File: config.mk
export PLATFORM = sky130hd
export DESIGN_NAME = two_point_sensor_linearizer
export DESIGN_NICKNAME = d
export VERILOG_FILES = /design/src/hw/rtl/tpsl_pkg.sv /design/src/hw/rtl/tpsl_front.sv /design/src/hw/rtl/tpsl_cell.sv /design/src/hw/rtl/tpsl_back.sv /design/src/hw/rtl/two_point_sensor_linearizer.sv
export SDC_FILE = /design/constraint.sdc
export NUM_CORES = 2
export LEC_CHECK = 0
export ABC_AREA = 1
export BUFFER_PORTS_ARGS = -buffer_cell sky130_fd_sc_hd__buf_2
export CELL_PAD_IN_SITES_DETAIL_PLACEMENT = 2
export CELL_PAD_IN_SITES_GLOBAL_PLACEMENT = 2
export CORE_AREA = 4 4 552 608
export CTS_CLUSTER_DIAMETER = 50
export CTS_CLUSTER_SIZE = 40
export DETAILED_ROUTE_END_ITERATION = 10
export DIE_AREA = 0 0 556 612
export PLACE_DENSITY_LB_ADDON = 0.1
export SLEW_MARGIN = 0
export SYNTH_ARGS = -nofsm -noshare
export SYNTH_HDL_FRONTEND = slang
export SYNTH_SLANG_ARGS = --single-unit
export TNS_END_PERCENT = 100
File: constraint.sdc
create_clock -name clk_i -period 10.4 [get_ports clk_i]
set_input_delay 2.6 -clock clk_i [delete_from_list [all_inputs] [get_ports clk_i]]
set_output_delay 2.6 -clock clk_i [all_outputs]
set_load 0.01 [all_outputs]
File: src/hw/rtl/tpsl_pkg.sv
// tpsl_pkg: shared constants, types and the divide step for the sensor linearizer
// used by every module of the block; depends on nothing
`timescale 1ns / 1ps
`default_nettype none
package tpsl_pkg;

  localparam int unsigned SampleBits = 12;
  localparam int unsigned NumBits    = SampleBits + 16;
  localparam int unsigned LuxBits    = 16;
  localparam int unsigned MoistBits  = 10;
  localparam int unsigned InDataBits = ((2 * SampleBits + 7) / 8) * 8;
  localparam int unsigned OutDataBits = ((MoistBits + LuxBits + 7) / 8) * 8;

  localparam logic [SampleBits-1:0] FullScale = {SampleBits{1'b1}};
  localparam logic [9:0]            MoistMax  = 10'd1000;
  localparam logic [LuxBits-1:0]    LuxCeilReset = 16'd1000;

  localparam logic [2:0] RegSoilDry     = 3'd0;
  localparam logic [2:0] RegSoilWet     = 3'd1;
  localparam logic [2:0] RegSoilCal     = 3'd2;
  localparam logic [2:0] RegLightDark   = 3'd3;
  localparam logic [2:0] RegLightBright = 3'd4;
  localparam logic [2:0] RegLuxFloor    = 3'd5;
  localparam logic [2:0] RegLuxCeil     = 3'd6;
  localparam logic [2:0] RegLightCal    = 3'd7;

  typedef struct packed {
    logic [SampleBits-1:0] rem;
    logic [NumBits-1:0]    num;
    logic [SampleBits-1:0] div;
    logic                  neg;
  } lane_t;

  // light_cal: the light quotient is an offset from the lux floor
  typedef struct packed {
    lane_t soil;
    lane_t light;
    logic  light_cal;
  } stage_t;

  typedef struct packed {
    logic [LuxBits-1:0] lux_floor;
    logic [LuxBits-1:0] lux_ceil;
  } lux_cfg_t;

  // one restoring step: shift in the next numerator bit, subtract if it fits
  function automatic lane_t div_step(lane_t x);
    logic [SampleBits:0] sh;
    logic [SampleBits:0] tr;
    lane_t               y;
    y  = x;
    sh = {x.rem, x.num[NumBits-1]};
    tr = sh - {1'b0, x.div};
    if (!tr[SampleBits]) begin
      y.rem = tr[SampleBits-1:0];
      y.num = {x.num[NumBits-2:0], 1'b1};
    end else begin
      y.rem = sh[SampleBits-1:0];
      y.num = {x.num[NumBits-2:0], 1'b0};
    end
    return y;
  endfunction

endpackage
`default_nettype wire

File: src/hw/rtl/tpsl_front.sv
// tpsl_front: picks the mapping, forms numerators and divisors, registers the first stage
// depends on tpsl_pkg
`timescale 1ns / 1ps
`default_nettype none
module tpsl_front import tpsl_pkg::*; (
  input  wire logic                  clk_i,
  input  wire logic                  rst_ni,
  input  wire logic                  in_valid_i,
  output logic                       in_ready_o,
  input  wire logic [SampleBits-1:0] soil_i,
  input  wire logic [SampleBits-1:0] light_i,
  input  wire logic [SampleBits-1:0] soil_dry_i,
  input  wire logic [SampleBits-1:0] soil_wet_i,
  input  wire logic                  soil_cal_i,
  input  wire logic [SampleBits-1:0] light_dark_i,
  input  wire logic [SampleBits-1:0] light_bright_i,
  input  wire lux_cfg_t              lux_cfg_i,
  input  wire logic                  light_cal_i,
  output logic                       out_valid_o,
  input  wire logic                  out_ready_i,
  output stage_t                     out_o
);

  logic                        valid_q;
  stage_t                      st_q, st_d;
  logic signed [SampleBits:0]    soil_diff, soil_span;
  logic signed [SampleBits+11:0] soil_prod;
  logic [SampleBits+11:0]        soil_mag;
  logic [SampleBits-1:0]         soil_div_mag;
  logic [SampleBits+9:0]         soil_def;
  logic signed [SampleBits:0]    light_diff;
  logic signed [LuxBits:0]       lux_span;
  logic signed [SampleBits+17:0] light_prod;
  logic [SampleBits+17:0]        light_mag;
  logic [SampleBits+9:0]         light_def;
  logic [SampleBits-1:0]         light_inv;

  assign in_ready_o  = !valid_q || out_ready_i;
  assign out_valid_o = valid_q;
  assign out_o       = st_q;

  always_comb begin
    soil_diff    = $signed({1'b0, soil_i}) - $signed({1'b0, soil_wet_i});
    soil_span    = $signed({1'b0, soil_dry_i}) - $signed({1'b0, soil_wet_i});
    soil_prod    = soil_diff * $signed(11'sd1000);
    soil_mag     = soil_prod[SampleBits+11] ? -soil_prod : soil_prod;
    soil_div_mag = soil_span[SampleBits] ? SampleBits'(-soil_span)
                                         : soil_span[SampleBits-1:0];
    soil_def     = soil_i * 10'd1000;
    light_diff   = $signed({1'b0, light_dark_i}) - $signed({1'b0, light_i});
    lux_span     = $signed({1'b0, lux_cfg_i.lux_ceil}) - $signed({1'b0, lux_cfg_i.lux_floor});
    light_prod   = light_diff * lux_span;
    light_mag    = light_prod[SampleBits+17] ? -light_prod : light_prod;
    light_inv    = FullScale - light_i;
    light_def    = light_inv * 10'd1000;

    st_d = '0;
    if (soil_cal_i && (soil_dry_i != soil_wet_i)) begin
      st_d.soil.num = NumBits'(soil_mag);
      st_d.soil.div = soil_div_mag;
      st_d.soil.neg = soil_prod[SampleBits+11] ^ soil_span[SampleBits];
    end else begin
      st_d.soil.num = NumBits'(soil_def);
      st_d.soil.div = FullScale;
    end
    if (light_cal_i && (light_dark_i > light_bright_i)) begin
      st_d.light.num = light_mag[NumBits-1:0];
      st_d.light.div = light_dark_i - light_bright_i;
      st_d.light.neg = light_prod[SampleBits+17];
      st_d.light_cal = 1'b1;
    end else begin
      st_d.light.num = NumBits'(light_def);
      st_d.light.div = FullScale;
    end
  end

  always_ff @(posedge clk_i or negedge rst_ni) begin
    if (!rst_ni) begin
      valid_q <= 1'b0;
    end else if (in_ready_o) begin
      valid_q <= in_valid_i;
    end
  end

  always_ff @(posedge clk_i) begin
    if (in_ready_o && in_valid_i) begin
      st_q <= st_d;
    end
  end

endmodule
`default_nettype wire

File: src/hw/rtl/tpsl_cell.sv
// tpsl_cell: one quotient bit for both channels, registered toward the next cell
// depends on tpsl_pkg
`timescale 1ns / 1ps
`default_nettype none
module tpsl_cell import tpsl_pkg::*; (
  input  wire logic   clk_i,
  input  wire logic   rst_ni,
  input  wire logic   in_valid_i,
  output logic        in_ready_o,
  input  wire stage_t in_i,
  output logic        out_valid_o,
  input  wire logic   out_ready_i,
  output stage_t      out_o
);

  logic   valid_q;
  stage_t st_q, st_d;

  assign in_ready_o  = !valid_q || out_ready_i;
  assign out_valid_o = valid_q;
  assign out_o       = st_q;

  always_comb begin
    st_d       = in_i;
    st_d.soil  = div_step(in_i.soil);
    st_d.light = div_step(in_i.light);
  end

  always_ff @(posedge clk_i or negedge rst_ni) begin
    if (!rst_ni) begin
      valid_q <= 1'b0;
    end else if (in_ready_o) begin
      valid_q <= in_valid_i;
    end
  end

  always_ff @(posedge clk_i) begin
    if (in_ready_o && in_valid_i) begin
      st_q <= st_d;
    end
  end

endmodule
`default_nettype wire

File: src/hw/rtl/tpsl_back.sv
// tpsl_back: applies quotient signs, saturates moisture, clamps lux, holds the output item
// depends on tpsl_pkg
`timescale 1ns / 1ps
`default_nettype none
module tpsl_back import tpsl_pkg::*; (
  input  wire logic      clk_i,
  input  wire logic      rst_ni,
  input  wire logic      in_valid_i,
  output logic           in_ready_o,
  input  wire stage_t    in_i,
  input  wire lux_cfg_t  lux_cfg_i,
  output logic           out_valid_o,
  input  wire logic      out_ready_i,
  output logic [MoistBits-1:0] moist_o,
  output logic [LuxBits-1:0]   lux_o
);

  logic                     valid_q;
  logic [MoistBits-1:0]     moist_q, moist_d;
  logic [LuxBits-1:0]       lux_q, lux_d;
  logic signed [NumBits+1:0] soil_q_s, light_q_s, moist_s, lux_s, lo_s, hi_s;

  assign in_ready_o  = !valid_q || out_ready_i;
  assign out_valid_o = valid_q;
  assign moist_o     = moist_q;
  assign lux_o       = lux_q;

  always_comb begin
    soil_q_s  = $signed({2'b00, in_i.soil.num});
    light_q_s = $signed({2'b00, in_i.light.num});
    if (in_i.soil.neg) soil_q_s = -soil_q_s;
    if (in_i.light.neg) light_q_s = -light_q_s;
    lo_s = $signed({{(NumBits+2-LuxBits){1'b0}}, lux_cfg_i.lux_floor});
    hi_s = $signed({{(NumBits+2-LuxBits){1'b0}}, lux_cfg_i.lux_ceil});

    moist_s = $signed({{(NumBits+2-MoistBits){1'b0}}, MoistMax}) - soil_q_s;
    if (moist_s < 0) begin
      moist_d = '0;
    end else if (moist_s > $signed({{(NumBits+2-MoistBits){1'b0}}, MoistMax})) begin
      moist_d = MoistMax;
    end else begin
      moist_d = moist_s[MoistBits-1:0];
    end

    lux_s = light_q_s;
    if (in_i.light_cal) lux_s = lo_s + light_q_s;
    if (lux_s < lo_s) lux_s = lo_s;
    if (lux_s > hi_s) lux_s = hi_s;
    lux_d = lux_s[LuxBits-1:0];
  end

  always_ff @(posedge clk_i or negedge rst_ni) begin
    if (!rst_ni) begin
      valid_q <= 1'b0;
    end else if (in_ready_o) begin
      valid_q <= in_valid_i;
    end
  end

  always_ff @(posedge clk_i) begin
    if (in_ready_o && in_valid_i) begin
      moist_q <= moist_d;
      lux_q   <= lux_d;
    end
  end

endmodule
`default_nettype wire

File: src/hw/rtl/two_point_sensor_linearizer.sv
// two_point_sensor_linearizer: top level, configuration registers and the divider chain
// depends on tpsl_pkg, tpsl_front, tpsl_cell, tpsl_back
//
// Maps a soil/light sample pair to moisture in tenths of a percent and light in lux.
// One item is accepted every clock cycle unless the output stalls; each item passes
// through one setup stage with the multipliers, one divider cell per quotient bit,
// and the clamp/output register. Every stage holds its item only while the next
// one is full, so bubbles close up. The user must write configuration only while
// no item is in flight; the block itself does not enforce this.
`timescale 1ns / 1ps
`default_nettype none
module two_point_sensor_linearizer import tpsl_pkg::*; (
  input  wire logic                   clk_i,
  input  wire logic                   rst_ni,
  input  wire logic                   cfg_we_i,
  input  wire logic [2:0]             cfg_idx_i,
  input  wire logic [LuxBits-1:0]     cfg_data_i,
  input  wire logic                   s_axis_tvalid,
  output logic                        s_axis_tready,
  input  wire logic [InDataBits-1:0]  s_axis_tdata,  // soil_sample, light_sample
  output logic                        m_axis_tvalid,
  input  wire logic                   m_axis_tready,
  output logic [OutDataBits-1:0]      m_axis_tdata   // moisture_tenths, light_lux
);

  logic [SampleBits-1:0] soil_dry_q, soil_wet_q, light_dark_q, light_bright_q;
  logic                  soil_cal_q, light_cal_q;
  lux_cfg_t              lux_cfg_q;
  stage_t                st [NumBits+1];
  logic                  vld [NumBits+1];
  logic                  rdy [NumBits+1];
  logic [MoistBits-1:0]  moist;
  logic [LuxBits-1:0]    lux;

  always_ff @(posedge clk_i or negedge rst_ni) begin
    if (!rst_ni) begin
      soil_dry_q         <= FullScale;
      soil_wet_q         <= '0;
      soil_cal_q         <= 1'b0;
      light_dark_q       <= FullScale;
      light_bright_q     <= '0;
      lux_cfg_q.lux_floor <= '0;
      lux_cfg_q.lux_ceil  <= LuxCeilReset;
      light_cal_q        <= 1'b0;
    end else if (cfg_we_i) begin
      unique case (cfg_idx_i)
        RegSoilDry:     soil_dry_q          <= cfg_data_i[SampleBits-1:0];
        RegSoilWet:     soil_wet_q          <= cfg_data_i[SampleBits-1:0];
        RegSoilCal:     soil_cal_q          <= cfg_data_i[0];
        RegLightDark:   light_dark_q        <= cfg_data_i[SampleBits-1:0];
        RegLightBright: light_bright_q      <= cfg_data_i[SampleBits-1:0];
        RegLuxFloor:    lux_cfg_q.lux_floor <= cfg_data_i;
        RegLuxCeil:     lux_cfg_q.lux_ceil  <= cfg_data_i;
        RegLightCal:    light_cal_q         <= cfg_data_i[0];
        default: ;
      endcase
    end
  end

  tpsl_front u_front (
    .clk_i,
    .rst_ni,
    .in_valid_i     (s_axis_tvalid),
    .in_ready_o     (s_axis_tready),
    .soil_i         (s_axis_tdata[SampleBits-1:0]),
    .light_i        (s_axis_tdata[2*SampleBits-1:SampleBits]),
    .soil_dry_i     (soil_dry_q),
    .soil_wet_i     (soil_wet_q),
    .soil_cal_i     (soil_cal_q),
    .light_dark_i   (light_dark_q),
    .light_bright_i (light_bright_q),
    .lux_cfg_i      (lux_cfg_q),
    .light_cal_i    (light_cal_q),
    .out_valid_o    (vld[0]),
    .out_ready_i    (rdy[0]),
    .out_o          (st[0])
  );

  for (genvar i = 0; i < NumBits; i++) begin : g_cell
    tpsl_cell u_cell (
      .clk_i,
      .rst_ni,
      .in_valid_i  (vld[i]),
      .in_ready_o  (rdy[i]),
      .in_i        (st[i]),
      .out_valid_o (vld[i+1]),
      .out_ready_i (rdy[i+1]),
      .out_o       (st[i+1])
    );
  end

  tpsl_back u_back (
    .clk_i,
    .rst_ni,
    .in_valid_i  (vld[NumBits]),
    .in_ready_o  (rdy[NumBits]),
    .in_i        (st[NumBits]),
    .lux_cfg_i   (lux_cfg_q),
    .out_valid_o (m_axis_tvalid),
    .out_ready_i (m_axis_tready),
    .moist_o     (moist),
    .lux_o       (lux)
  );

  assign m_axis_tdata = {{(OutDataBits-MoistBits-LuxBits){1'b0}}, lux, moist};

endmodule
`default_nettype wire

==> flow_summary.toml <==
[run]
drv_cap = 0

[clock_tree]
htree_levels = 5
cts_made_buffers = 350
cts_tree = "done"
clock_latency_ps = 990
clkSinkCount = 3078
cts_max_path_buffers = 4
root_buffer = "clkbuf_16"
cts_hold_buffers = 0
clk_pin_slew_ps = 80

[synthesis]
synth_ff_type = "edfxtp_1"
synth_xor_area_frac = 0.0421
ys_async_sr_fraction = 0.0364
synth_adder_area_share = 0.135
syn_inst = 11900
ys_seq_elements = 3078
avgSynthCellArea_sq_um = 12.4
synthMuxAreaShare = 0
synth_edf_count = 2966
ys_top_cells_by_area = "edfxtp_1 (60%), ha_1 (8.3%), fa_1 (5.3%)"
ys_seq_area_frac = 0.622
netlist_area_sq_um = 148000
ys_top_cells_by_count = "edfxtp_1 (2,966), inv_1 (1,772), nand2_1 (1,306)"
synth_top_area_share = 0.603
ys_types = 65
yosysTopAreaCell = "edfxtp_1"
synth_simple_gate_area_frac = 0.0807
synth.most_common_cell = "edfxtp_1"
synth_compound_area_frac = 0.0689
synth_top_family_by_area = "adder cells"
yosysWarnings = 0

[run_status]
run_status = "finished clean"

[timing]
finalClockSkew_ps = 129
tightest_slew_ps = 1370
fin_crit_sh = 0.988
finalHoldViolCount = 0
grt_setup_unrepaired = "true"
period_needed_ps = 10270
setup_viol = 0
fmax_mhz = 97.3
slew_violations = 0
slew_headroom = 0.0834

[cells_and_area]
final.fill_count = 31600
finalNonFillerCells = 17100
areaGrowthSynthToFinish_pct = 14.0
drive_gt1_frac = 0.104
nets = 13900

[grt]
grt.busiest_layer = "met2"
grt_pass1_wl_mm = 780
antenna_found_initial = 30
grt_overflow = 0
met2_usage = 0.596
grt_use_total = 0.311
grt_max_degree = 71
use_met1 = 0.300
first_global_vias = 112000
gr-usage-met3 = 0.0463

[die]
die-area_sq_um = 340000
ios = 82
die_x_um = 556
rows = 221
die_y_um = 612
placeableCoreArea_sq_um = 329000
initial_utilization = 0.448

[hold_path]
min_path_type = "flop to flop"
min_from = "g_cell[14].u_cell.out_o[19]$_DFFE_PP_"
whs_path_depth = 0

[critical_path]
max_stage_delay_ps = 580
critPathLaunchType = "input pin"
rr_worst_depth = 45
cp-startpoint = "s_axis_tdata[14]"
critPathMaxFanout = 3
cp_slowest_cell = "fa_1"
crit_family = "adder cells"
critPathBufInv = 11
crit_cells = 46
critPathKind = "input pin to flop"
crit_path_end_kind = "flop"
required_ps = 11030
arrival_ps = 10900
worstReg2RegStart = "g_cell[27].u_cell.out_o[14]$_DFFE_PP_"

[detailed_routing]
first_pass_iters = 6
drt_iter0_drc = 7032
wl_mm = 536
antenna_left = 0
avgRoutedWirePerCell_um = 31.3
vias = 96900
drc = 0
viasPerCell = 5.65

[placement]
gp_congestion = 0.838
dp_hpwl_mm = 367
portBuffers = 75
dp.cells = 16400
## path summary, 6_finish.rpt
path / slack [ps] / end
min in group asynchronous: 1650 / light_bright_q[10]$_DFFE_PN0P_
max in group asynchronous: 7030 / g_cell[3].u_cell.out_valid_o$_DFFE_PN0P_
hold / removal: 340 / g_cell[15].u_cell.out_o[20]$_DFFE_PP_
setup / recovery: 130 / u_front.out_o[35]$_DFFE_PP_
setup reg to reg: 270 / u_back.lux_o[1]$_DFFE_PP_
hold reg to reg: 340 / g_cell[15].u_cell.out_o[20]$_DFFE_PP_
## layout make-up
| class | count | area, sq um | area share |
|---|---|---|---|
| sequential | 3078 | 91900 | 0.546 |
| multi-input combinational | 6849 | 49100 | 0.291 |
| clock buffer | 378 | 9010 | 0.0535 |
| inverter | 1801 | 6820 | 0.0405 |
| tap | 4348 | 5440 | 0.0323 |
| clock inverter | 271 | 3110 | 0.0184 |
| timing repair buffer | 399 | 2960 | 0.0176 |
| antenna | 8 | 20.0 | 0.000119 |
## sequential cells by signal, summed over array words and instances (netlist names), 10 cells and up
register,flops
u_back.moist_o,10
lux_cfg_q,32
g_cell.u_cell.out_o,2864
light_bright_q,12
u_front.out_o,76
soil_wet_q,12
g_cell.u_cell.out_valid_o,28
u_back.lux_o,16
soil_dry_q,12
light_dark_q,12
## kinds of logic after synthesis
logic type,Yosys count
xor gates and xnor gates,708
other,1
AOI/OAI and AO/OA,1930
adders and majority gates,1363
DFF,3078
and+or+nand+nor,2831
buffers and inverters,1971
## metrics by stage
| stage | TNS (ps) | setup slack (ps) | utilization | hold WS [ps] | cell area [sq um] |
|---|---|---|---|---|---|
| floorplan | 0 | 412 | - | 400 | 148000 |
| global placement | -16430 | -805 | 0.472 | 400 | 156000 |
| detailed placement | -24320 | -1070 | 0.472 | 405 | 156000 |
| CTS | 0 | 28.9 | 0.509 | 333 | 168000 |
| global route | -2090 | -242 | 0.511 | 363 | 168000 |
| finish | 0 | 127 | 0.511 | 343 | 168000 |
## cell usage in the layout (no fill, tap or decap), drive strengths merged, types with 48 or more instances in the layout
cell | Yosys | final
o21ai | 474 | 474
inv | 1790 | 1885
a21oi | 1248 | 1248
nand3 | 266 | 266
dfrtp | 82 | 82
xnor2 | 339 | 339
nor3 | 55 | 55
buf | 57 | 399
clkbuf | 113 | 378
edfxtp | 2966 | 2966
o21bai | 85 | 85
nor2 | 961 | 961
ha | 975 | 975
nand3b | 48 | 48
nand2 | 1327 | 1327
fa | 388 | 388
or2 | 69 | 69
clkinv | 11 | 118
xor2 | 369 | 369
## timing repair
| action | CTS | global route |
|---|---|---|
| setup endpoints to repair | 26 | 44 |
| gates resized for setup | 18 | 107 |
| buffers inserted | 4 | 18 |
| pin swaps | 5 | 55 |
## layer usage
| metal | share of wire | wire length (um) |
|---|---|---|
| met1 | 0.32 | 173000 |
| met2 | 0.55 | 294000 |
| met3 | 0.040 | 21700 |
| met4 | 0.089 | 47700 |
| met5 | 0.00025 | 136 |
Power is left out: the tool's default activity adds up to more than one toggle a clock period on the data nets, which glitch-free logic cannot reach.
